**src/rtl/bpbm_pkg.sv**
```systemverilog
// Shared types and constants for the BGRA packer and box mipmap block.
package bpbm_pkg;
    localparam int MAX_WIDTH = 2048;
    localparam int MAX_LEVELS = 13;
    localparam logic [7:0] ALPHA_LIMIT = 8'hf8;
    localparam logic [1:0] REG_NUM_COMPONENTS = 2'd0;
    localparam logic [1:0] REG_IMAGE_WIDTH = 2'd1;
    localparam logic [1:0] REG_IMAGE_HEIGHT = 2'd2;

    // Level 0 pixel handed from the front part to the back part.
    typedef struct packed {
        logic [7:0] blue;
        logic [7:0] green;
        logic [7:0] red;
        logic [7:0] alpha;
        logic       low_alpha;
    } t_pix;

    // Result bundle: level, coordinates, BGRA bytes, sticky flag, last.
    typedef struct packed {
        logic [3:0]  level;
        logic [10:0] x;
        logic [10:0] y;
        logic [7:0]  blue;
        logic [7:0]  green;
        logic [7:0]  red;
        logic [7:0]  alpha;
        logic        alpha_found;
        logic        last;
    } t_res;
endpackage

```
**src/rtl/bpbm_front.sv**
```systemverilog
// Front part: accept input pixels, pack to BGRA and classify alpha, two-entry queue.
module bpbm_front (
    input  logic                i_clk,
    input  logic                i_rst_n,
    input  logic [2:0]          i_num_components,
    input  logic                i_valid,
    output logic                o_ready,
    input  logic [63:0]         i_data,
    output logic                o_valid,
    input  logic                i_ready,
    output bpbm_pkg::t_pix      o_pix
);
    bpbm_pkg::t_pix r_q [2];
    logic r_wp, r_rp;
    logic [1:0] r_cnt;
    bpbm_pkg::t_pix w_pix;
    logic [15:0] c0, c1, c2, c3;
    logic [2:0] nc;
    logic push, pop;

    always_comb begin
        c0 = i_data[15:0];
        c1 = i_data[31:16];
        c2 = i_data[47:32];
        c3 = i_data[63:48];
        nc = i_num_components;
        if (nc == 3'd0) nc = 3'd1;
        if (nc > 3'd4) nc = 3'd4;
        w_pix.red = c0[7:0];
        w_pix.green = (nc >= 3'd3) ? c1[7:0] : c0[7:0];
        w_pix.blue = (nc >= 3'd3) ? c2[7:0] : c0[7:0];
        w_pix.alpha = 8'hff;
        w_pix.low_alpha = 1'b0;
        if (nc == 3'd2) begin
            w_pix.alpha = c1[7:0];
            w_pix.low_alpha = c1 < {8'd0, bpbm_pkg::ALPHA_LIMIT};
        end else if (nc == 3'd4) begin
            w_pix.alpha = c3[7:0];
            w_pix.low_alpha = c3 < {8'd0, bpbm_pkg::ALPHA_LIMIT};
        end
    end

    assign o_ready = r_cnt != 2'd2;
    assign o_valid = r_cnt != 2'd0;
    assign o_pix = r_q[r_rp];
    assign push = i_valid && o_ready;
    assign pop = o_valid && i_ready;

    always_ff @(posedge i_clk) begin
        if (!i_rst_n) begin
            r_wp <= 1'b0;
            r_rp <= 1'b0;
            r_cnt <= 2'd0;
        end else begin
            if (push) r_wp <= ~r_wp;
            if (pop) r_rp <= ~r_rp;
            r_cnt <= r_cnt + {1'b0, push} - {1'b0, pop};
        end
        if (push) r_q[r_wp] <= w_pix;
    end
endmodule

```
**config.mk**
```make
export PLATFORM = sky130hd
export DESIGN_NAME = bpbm_front
export DESIGN_NICKNAME = d
export VERILOG_FILES = /design/src/rtl/bpbm_pkg.sv /design/src/rtl/bpbm_front.sv
export SDC_FILE = /design/constraint.sdc
export NUM_CORES = 1
export LEC_CHECK = 0
export BUFFER_PORTS_ARGS = -buffer_cell sky130_fd_sc_hd__buf_4
export CAP_MARGIN = 30
export CORE_MARGIN = 2
export CORE_UTILIZATION = 45
export CTS_BUF_LIST = sky130_fd_sc_hd__clkbuf_8
export DETAILED_ROUTE_END_ITERATION = 8
export PLACE_DENSITY = 0.74
export SYNTH_ARGS = -nofsm -noshare
export SYNTH_HDL_FRONTEND = slang
export SYNTH_SLANG_ARGS = --single-unit
```
**constraint.sdc**
```tcl
create_clock -name i_clk -period 1.8 [get_ports i_clk]
set_clock_uncertainty 0.2 [all_clocks]
set_input_delay 0.18 -clock i_clk [delete_from_list [all_inputs] [get_ports i_clk]]
set_output_delay 0.18 -clock i_clk [all_outputs]
set_load 0.01 [all_outputs]
```
After elaboration in Yosys (flattened, before gate mapping)
Memory sizes are Yosys's and may differ from the RTL's. A register that Yosys moved wholly into a read port is not among the register bits.
Index checks and enable logic that the tools add are counted.
- reduce and logical (&&, ||, !) cells: 4
- div/mod/pow operators: 0
- shifts and indexed selects: 0
- add/sub/neg operators: 2
- magnitude comparators: 4
- equal/unequal tests: 3
- bitwise logic cells: 2
- mux-type cells: 10
- multipliers: 0
- operators with widths (kind ; number):
    less-than comparator 16 x 8 -> 1 bit (second input constant) ; 2
    two-way mux 9 bit ; 2
    two-way mux 8 bit ; 2
    two-way mux 3 bit ; 2
    two-way mux 1 bit ; 4
    equality test 3 x 2 -> 1 bit (second input constant) ; 1
    equality test 3 bit (second input constant) ; 1
    >= comparator 3 x 2 -> 1 bit (second input constant) ; 1
    > comparator 3 bit (second input constant) ; 1
    logical NOT 3 bit ; 1
    adder 2 x 1 -> 2 bit ; 1
    logical AND 1 bit ; 2
    != test 2 bit (second input constant) ; 1
    NOT 1 bit ; 2
    nonzero test 2 bit ; 1
    subtractor 2 x 1 -> 2 bit ; 1
- word-level logic and storage cells: 29
- bits in read-only memories: 0
- memories: 1
- latch bits: 0
- register bits: 4
- memory bits (writable): 66
- input bits: 71
- memories (memory ; words ; bits a word ; read ports ; clocked after memory_dff ; write ports ; RTL line ; RTL):
    r_q ; 2 ; 33 ; 1 ; 1 ; 1 ; bpbm_front.sv:13 ; bpbm_pkg::t_pix r_q [2];

Longest topological paths before layout
Gate-level depths: netlist of the first run.
- depth in word-level cells: 7
- gate-level depth with buffers: 7
- gate-level depth less buffers: 7

Least setup slack after synthesis of the first run
No wires, ideal clock.
- path kind: register -> register
- start point: reg r_cnt[0]
- end point: mem r_q[1][0] (netlist name) (enable)
- period minus slack after synthesis: 2.049 ns
- setup time: 0.393 ns
- setup slack: -0.249 ns
- buffers on the path: 0
- arrival time: 1.456 ns
- stages on the path, launching flop included: 3
- cells stage by stage: dfxtp_1 -> nand2b_1 -> and3_1
- longest elaborated chain between the ends: 4
- RTL lines (element ; RTL line ; RTL):
    start, declared ; bpbm_front.sv:15 ; logic [1:0] r_cnt;
    start signal, assigned ; bpbm_front.sv:57 ; r_cnt <= r_cnt + {1'b0, push} - {1'b0, pop};
    != test 2 bit ; bpbm_front.sv:43 ; assign o_ready = r_cnt != 2'd2;
    via o_ready ; bpbm_front.sv:7 ; output logic o_ready,
    logical AND 1 bit ; bpbm_front.sv:46 ; assign push = i_valid && o_ready;
    two-way mux 1 bit ; bpbm_front.sv:59 ; if (push) r_q[r_wp] <= w_pix;
    two-way mux 1 bit (not written as such) ; bpbm_front.sv:59 ;
    end, declared ; bpbm_front.sv:13 ;
The timed path passes the listed nets, and every way through them passes these cells.

==> qor.csv, run 1 <==
metric;value;unit
Final Slew Violations;0;
sequential fraction of the synthesis area;70.3;%
R2R cell count;6;
Ys Warns;0;
clock sinks;71;
Tot GR Track Use;18.5;%
Clock Latency Late Sink;0.33;ns
clock share of power;22.2;%
Die Y;85.1;µm
first-pass GRT wire length;10.0;mm
Reg clk slew, reported paths;0.07;ns
CP Cell Sequence;buf_12 > mux2_2 > buf_4;
worst hold start;i_data[50];
internal power;3410;µW
ratio of cells with drive above 1 in the final layout;43.5;%
antenna violations before repair;0;
Mapped Cells;208;
CP peak stage delay;0.40;ns
worst hold stages;3;
Pwr Density;1110;mW/mm²
RR Endpoint;r_cnt[0];
hpwl dp;4.01;mm
final instance area;0.00425;mm²
die width;85.1;µm
Switch Pwr;1310;µW
Hold Crit Class;input pin to register;
Antenna Nets Post-Route;0;
CP Capture Type;output pin;
Root Buffer;clkbuf_8;
CTS tree;yes;
Worst Path Max Fanout;17;
Sequential cell area;0.00209;mm²
Vias/cell;4.95;
RSZ-0062 raised after global routing;yes;
Util after Layout;66.9;%
Worst-Margin Slew;0.874;ns
most area-hungry cell type in the Yosys netlist;edfxtp_1;
Post-Syn Area per Cell;14.2;µm²
DRT iter0 DRCs;108;
final WL;6.39;mm
GR Overflow Total;0;
Yosys reg bits;71;
maximum capacitance violations;0;
Setup TNS;0;ns
fillcell total;476;
die area;0.00725;mm²
# DRC;0;
port bufs;89;
io pins;106;
Yosys cell types;29;
fmax;560;MHz
area of the multi-input gates;843;µm²
area grow syn2layout;43.5;%
critical path type;register to output pin;
min cycle time layout;1.78;ns
Startpoint Class;register;
num rows;29;
outcome;finished clean;
origin of the critical flop-to-flop path;r_cnt[0];
pin count of the biggest net entering global routing;34;
ANT cells;0;
Flop pwr share;45.5;%
vias in the first global route;2093;
switch share;27.7;%
CP required;1.42;ns
Crit-path slowest cell;dfxtp_4;
H-tree Lvls;3;
starting density of the core;46.6;%
average routed wire per standard cell;15.5;µm
Worst VDD drop;0.000641;V
non-filler instance count after layout;413;
Yosys top cell area share;66.9;%
GP Congestion;0.829;
final net count;404;
Post-Syn Nets;281;
relative slew slack;41.7;%
Arr. time, crit path;1.40;ns
Core ar.;0.00635;mm²
synthesized cell area;0.00296;mm²
Placed Instances;370;
Static Leak;0.00176;µW
DRT Pass-1 Iters;4;
synth top area cells;edfxtp_1, mux2_2, nand2_1;
maximum clock insertion buffer count;2;
fin crit share;99.1;%
Hold Vio Cnt, Final;0;
endpoints failing setup;0;
Gate power share;32.4;%
worst hold path endpoint;r_q[0][3];
flop-to-flop setup slack;0.16;ns
DR vias;2046;
cts bufs inserted;9;
placed cell areas;0.00376;mm²
## sequential cells by signal, indices dropped and copies added, names as in the netlist, named ones only
name and cells:
r_q 66, r_cnt 2, r_rp 1, r_wp 1
## final cells by class
cell class	count	area share, %
flip-flops and latches	71	49.1
repair buffers	119	23.9
multi-input cells	119	19.8
clock buffers	9	2.91
well taps	77	2.27
inverters	11	1.06
clock inverters	7	0.942
## power by group through the flow
stage / combinational, µW / sequential [µW] / clock, µW
3_5_place_dp: 1400 / 2160 / 0
3_3_place_gp: 1390 / 2150 / 0
5_1_grt: 1650 / 2170 / 1140
6_report: 1530 / 2140 / 1040
4_1_cts: 1510 / 2150 / 1080
2_1_floorplan: 763 / 2140 / 0
## timing repair
action	CTS	global route
resized for setup	4	8
cloned	1	0
endpoints found under the setup margin	33	32
endpoints found under the hold margin	52	0
hold buffers	26	0
buffers inserted	0	0
## critical path: cells and delay by family, from the launching register on
kind | cells | cell delay [ns]
buf+inv | 2 | 0.32
flops | 1 | 0.40
mux | 1 | 0.36
## metrics by stage
step	worst slack [ns]	total power (µW)	hold WS, ns
after floorplan	0.0288	2910	0.0789
after global placement	0.141	3540	0.174
after detailed placement	0.0755	3570	0.178
after CTS	-0.0244	4730	0.0206
after global routing	-0.0427	4960	0.0314
final	0.0155	4720	0.0418
## cells in the mapped netlist
| master | count |
|---|---|
| a21bo_2 | 1 |
| a21o_1 | 1 |
| xor2_1 | 1 |
| clkbuf_1 | 4 |
| and2_1 | 1 |
| nor3_1 | 2 |
| nand3_1 | 1 |
| or3b_1 | 1 |
| and4_1 | 1 |
| xnor2_1 | 2 |
| mux2_2 | 33 |
| nor2_1 | 11 |
| dfxtp_1 | 5 |
| ha_1 | 2 |
| nand3b_1 | 1 |
| buf_2 | 3 |
| or4_1 | 2 |
| o21a_1 | 1 |
| nor4_1 | 1 |
| edfxtp_1 | 66 |
| o21ai_2 | 1 |
| a21oi_1 | 10 |
| nand2_1 | 41 |
| nand4b_1 | 1 |
| or2_2 | 1 |
| nand2b_1 | 1 |
| and3_1 | 1 |
| a2111o_1 | 1 |
| inv_1 | 11 |
## worst max-delay path by stage
stage | end | cells after the start
5_1_grt | o_pix[8] | 3
4_1_cts | o_pix[16] | 3
2_1_floorplan | r_q[0][0] | 3
6_report | o_pix[17] | 3
3_3_place_gp | r_q[0][24] | 4
3_5_place_dp | r_q[1][31] | 4
## layer usage
metal,track usage [%],wire length [µm]
met1,22.1,2530
met2,31.8,3260
met3,4.09,444
met4,8.66,155
met5,0,0
## kinds of logic (layout without fill, tap and decap cells)
logic type                 count (synthesis)  after routing  synth area share, %
AOI/OAI and AO/OA                         15             15                 3.21
adders and majority gates                  2              2                0.845
DFF                                       71             71                 70.3
and+or+nand+nor                           66             66                 9.80
xor gates and xnor gates                   3              3                0.887
buffers and inverters                     18            146                 2.41
muxes                                     33             33                 12.5
## cells in the final DEF, fill, tap and decap left out, drive strengths merged, types with 2 or more instances in the layout
cell / count
nor3: 2
a21oi: 10
ha: 2
xnor2: 2
buf: 93
clkbuf: 9
mux2: 33
or4: 2
dfxtp: 5
inv: 10
clkinv: 7
dlygate4sd3: 26
nand2: 41
edfxtp: 66
nor2: 11
No activity file was read; power rests on OpenSTA's default activity.
==> run 2, diff against run 1 <==
==> constraint.sdc (replaced) <==
create_clock -name i_clk -period 1.8 [get_ports i_clk]
set_clock_uncertainty 0.2 [all_clocks]
set_input_delay 0.36 -clock i_clk [delete_from_list [all_inputs] [get_ports i_clk]]
set_output_delay 0.36 -clock i_clk [all_outputs]
set_load 0.01 [all_outputs]
==> run 2 against run 1 <==
  * Via count shrank 3.1%
  * The run now ends with setup timing left
  * Count of clock-buffer cells in the layout is the same
  * Setup slack lost 0.16 ns
  * Die area is the same
  * Non-clock buffer count shrank 23
  * Register-to-register slack is essentially flat
  * Critical path type unchanged
  * Largest cell class unchanged
  * Maximum frequency shrank 8.2%
  * Cell area shrank 3.9%
  * Sequential power is essentially flat
==> qor.csv, run 2 (synthesis results as in run 1) <==
metric;value;unit
outcome;complete, but fails checks;
violated checks;setup timing;
area grow syn2layout;38.0;%
cts bufs inserted;9;
critical path type;register to output pin;
endpoints failing setup;33;
Largest Register;r_q;
Reg clk slew, reported paths;0.08;ns
CP Capture Type;output pin;
Switch Pwr;1320;µW
worst hold start;i_data[5];
switch share;27.6;%
Die Y;85.1;µm
most frequent cells in the layout;buf_4, edfxtp_1, nand2_1;
DRT Pass-1 Iters;4;
final net count;381;
maximum capacitance violations;0;
relative slew slack;61.7;%
Util after Layout;64.4;%
Static Leak;0.00169;µW
Hold Crit Class;input pin to register;
die area;0.00725;mm²
Arr. time, crit path;1.38;ns
fin crit share;108;%
Antenna Nets Post-Route;0;
maximum clock insertion buffer count;2;
num rows;29;
Startpoint Class;register;
origin of the critical flop-to-flop path;r_cnt[0];
H-tree Lvls;3;
R2R cell count;7;
first-pass GRT wire length;9.63;mm
# DRC;0;
largest registers;r_q (66), r_cnt (2);
hold slack;0.0164;ns
Worst Path Max Fanout;19;
clock sinks;71;
DR vias;1983;
Core ar.;0.00635;mm²
clock share of power;21.9;%
Hold Vio Cnt, Final;0;
pin count of the biggest net entering global routing;34;
average routed wire per standard cell;15.5;µm
post-CTS setup buffers;0;
DRT iter0 DRCs;130;
Flop pwr share;44.9;%
Tot GR Track Use;17.7;%
io pins;106;
antenna violations before repair;0;
GP Congestion;0.806;
worst hold stages;1;
final WL;6.06;mm
die width;85.1;µm
flop-to-flop setup slack;0.17;ns
CTS tree;yes;
CP required;1.24;ns
fmax;515;MHz
Pwr Density;1170;mW/mm²
Worst-Margin Slew;0.575;ns
Gate power share;33.1;%
GR Overflow Total;0;
RR Endpoint;r_cnt[1];
worst hold path endpoint;r_q[0][14];
Worst VDD drop;0.000571;V
Root Buffer;clkbuf_8;
commonest non-fill, non-tap cell in the layout;buf_4;
vias in the first global route;2078;
internal power;3450;µW
Vias/cell;5.08;
ANT cells;0;
worst setup margin;-0.143;ns
starting density of the core;46.6;%
Clock Latency Late Sink;0.33;ns
ratio of cells with drive above 1 in the final layout;47.9;%
port bufs;89;
RSZ-0062 raised after global routing;yes;
max FFs per register;66;
Final Slew Violations;0;
min cycle time layout;1.94;ns
hpwl dp;4.29;mm
==> run 2: repair_timing <==
item,in CTS,in global routing
hold buffers,0,0
gates resized for setup,31,2
endpoints found under the setup margin,33,34
==> run 2: power groups by stage <==
| stage | clock network [µW] | registers [µW] | logic, µW |
|---|---|---|---|
| 2_1_floorplan | 0 | 2140 | 763 |
| 3_3_place_gp | 0 | 2160 | 1430 |
| 3_5_place_dp | 0 | 2170 | 1440 |
| 4_1_cts | 1070 | 2140 | 1600 |
| 5_1_grt | 1140 | 2160 | 1700 |
| 6_report | 1050 | 2140 | 1580 |
==> run 2: worst max path at each step <==
stage	end	slack (ns)	cells after the start
2_1_floorplan	r_q[0][0]	0.03	3
3_3_place_gp	r_q[1][0]	0.001	4
3_5_place_dp	r_q[1][0]	0.003	4
4_1_cts	o_pix[4]	-0.17	3
5_1_grt	o_pix[26]	-0.20	3
6_report	o_pix[4]	-0.14	3
==> run 2: layout make-up <==
| cell class | instances | area [µm²] |
|---|---|---|
| Inverter | 11 | 45.0 |
| Clock buffer | 9 | 124 |
| Clock inverter | 7 | 40.0 |
| Timing Repair Buffer | 96 | 827 |
| Tap cell | 77 | 96.3 |
| Fill cell | 495 | 2260 |
| Sequential cell | 71 | 2090 |
| Multi-Input combinational cell | 119 | 868 |
==> run 2: worst max-delay path, cell delays in order, from the launching register on <==
cell     delay [ns]
dfxtp_4        0.38
buf_12         0.17
mux2_2         0.36
buf_4          0.15
==> run 2: through the flow <==
step	TNS [ns]	power [µW]	cell area (µm²)	worst slack (ns)	std cells
3_3_place_gp	0	3580	3800	0.00150	374
2_1_floorplan	0	2910	2970	0.0288	208
5_1_grt	-5.15	5010	4090	-0.197	390
4_1_cts	-4.23	4820	4080	-0.167	390
6_report	-3.44	4770	4090	-0.143	390
3_5_place_dp	0	3610	3800	0.00314	374
==> run 2: per-layer routing <==
layer,global-route usage [%],vias up,routed length (µm)
li1,-,950,-
met1,21.4,944,2480
met2,29.3,79,3070
met3,4.38,10,392
met4,9.24,0,121
met5,0,-,0
==> run 3, diff against run 2 <==
--- a/config.mk
+++ b/config.mk
@@ -8,10 +8,10 @@
 export BUFFER_PORTS_ARGS = -buffer_cell sky130_fd_sc_hd__buf_4
 export CAP_MARGIN = 30
 export CORE_MARGIN = 2
-export CORE_UTILIZATION = 45
+export CORE_UTILIZATION = 46
 export CTS_BUF_LIST = sky130_fd_sc_hd__clkbuf_8
 export DETAILED_ROUTE_END_ITERATION = 8
-export PLACE_DENSITY = 0.74
+export PLACE_DENSITY = 0.76
 export SYNTH_ARGS = -nofsm -noshare
 export SYNTH_HDL_FRONTEND = slang
 export SYNTH_SLANG_ARGS = --single-unit
==> run 3 against run 2 <==
  * The run still ends with setup timing left
  * Wire length is 8.0% higher
  * Flip-flop and latch count stayed put
  * Sequential power is essentially flat
  * Via count up 1.8%
  * Cell area increased by 5.7%
  * Die area shrank 2.1%
  * Final cell count is 2.1% higher
==> qor.csv, run 3 (synthesis results as in run 1) <==
metric;value;unit
num rows;29;
Antenna Nets Post-Route;0;
die area;0.00710;mm²
Startpoint Class;register;
maximum capacitance violations;0;
area of the multi-input gates;902;µm²
Largest Register;r_q;
CP required;1.24;ns
min cycle time layout;1.97;ns
Setup TNS;-4.87;ns
Static Leak;0.00182;µW
fillcell total;473;
relative slew slack;63.6;%
DRT iter0 DRCs;109;
DR vias;2019;
Die Y;84.2;µm
maximum clock insertion buffer count;2;
worst setup margin;-0.173;ns
Worst-Margin Slew;0.546;ns
Vias/cell;5.07;
endpoints failing setup;33;
Root Buffer;clkbuf_8;
vias in the first global route;2022;
post-CTS setup buffers;0;
Crit-path slowest cell;dfxtp_4;
Sequential cell area;0.00209;mm²
Hold Crit Class;input pin to register;
first-pass GRT wire length;9.75;mm
average routed wire per standard cell;16.4;µm
final net count;389;
fmax;507;MHz
GP Congestion;0.748;
clock sinks;71;
Hold Vio Cnt, Final;0;
Pwr Density;1230;mW/mm²
CTS tree;yes;
Final Slew Violations;0;
violated checks;setup timing;
final WL;6.55;mm
Core ar.;0.00628;mm²
CP Capture Type;output pin;
final instance area;0.00432;mm²
cts bufs inserted;9;
outcome;complete, but fails checks;
# DRC;0;
ratio of cells with drive above 1 in the final layout;47.4;%
io pins;106;
critical path type;register to output pin;
ANT cells;0;
RSZ-0062 raised after global routing;yes;
starting density of the core;47.2;%
most frequent cells in the layout;buf_4, edfxtp_1, nand2_1;
hpwl dp;4.21;mm
die width;84.2;µm
Tot GR Track Use;18.3;%
Worst VDD drop;0.000677;V
area grow syn2layout;45.9;%
fin crit share;110;%
placed cell areas;0.00378;mm²
Arr. time, crit path;1.41;ns
H-tree Lvls;3;
Clock Latency Late Sink;0.33;ns
Worst Path Max Fanout;9;
pin count of the biggest net entering global routing;34;
commonest non-fill, non-tap cell in the layout;buf_4;
Tot Pwr;5300;µW
max FFs per register;66;
DRT Pass-1 Iters;4;
CP Cell Sequence;buf_12 > mux2_2 > buf_4;
port bufs;89;
Reg clk slew, reported paths;0.07;ns
antenna violations before repair;0;
CP peak stage delay;0.43;ns
GR Overflow Total;0;
largest registers;r_q (66), r_cnt (2);
-- run 3: cell count changes in the layout (fill, tap and decap cells not counted), sizes merged --
cell,change
clkinvlp,-2
clkinv,-1
inv,+1
dlygate4sd3,+6
bufinv,+2
clkbuf,+2
-- run 3: what timing repair did --
item,CTS,global route
endpoints found under the hold margin,6,6
cloned,1,2
pin swaps,0,0
hold buffers,3,3
setup endpoints to repair,33,35
resized for setup,29,23
-- run 3: path summary, 6_finish.rpt --
kind         startpoint          to  slack, ns  cells after the start
max            register   o_pix[18]      -0.17                      3
min           i_data[5]  r_q[0][14]       0.02                      1
max reg2reg    r_cnt[0]    r_cnt[0]       0.19                      6
min reg2reg        r_rp    register       0.35                      2
-- run 3: layout make-up --
cell class / instances / share of cell area, %
Timing Repair Buffer: 104 / 22.6
Multi-Input combinational cell: 119 / 20.9
Clock inverter: 7 / 2.06
Sequential cell: 71 / 48.3
Tap cell: 77 / 2.23
Inverter: 11 / 1.04
Clock buffer: 9 / 2.87
-- run 3: worst max-delay path: cells and delay by family, from the launching register on --
family | cells | cell delay, ns
muxes | 1 | 0.34
buffers and inverters | 2 | 0.30
DFF | 1 | 0.43
-- run 3: through the flow --
step	util (%)	cells	worst slack, ns	hold WS (ns)
3_3_place_gp	60.3	373	-0.00608	0.296
2_1_floorplan	-	208	0.0288	0.259
5_1_grt	68.8	398	-0.225	0.00348
6_report	68.8	398	-0.173	0.0204
4_1_cts	66.2	393	-0.205	0.000305
3_5_place_dp	60.3	373	-0.00622	0.336
-- run 3: per-layer routing --
layer / track usage, % / vias up / part of all wire (%)
met5: 0 / - / 0
met2: 30.7 / 85 / 51
met3: 5.31 / 4 / 6.5
met1: 23.0 / 961 / 42
met4: 6.16 / 0 / 0.61
li1: - / 969 / -
-- run 3: power breakdown --
group          switching, µW  internal [µW]
Sequential              92.3           2070
Combinational            738           1060
Clock                    578            770
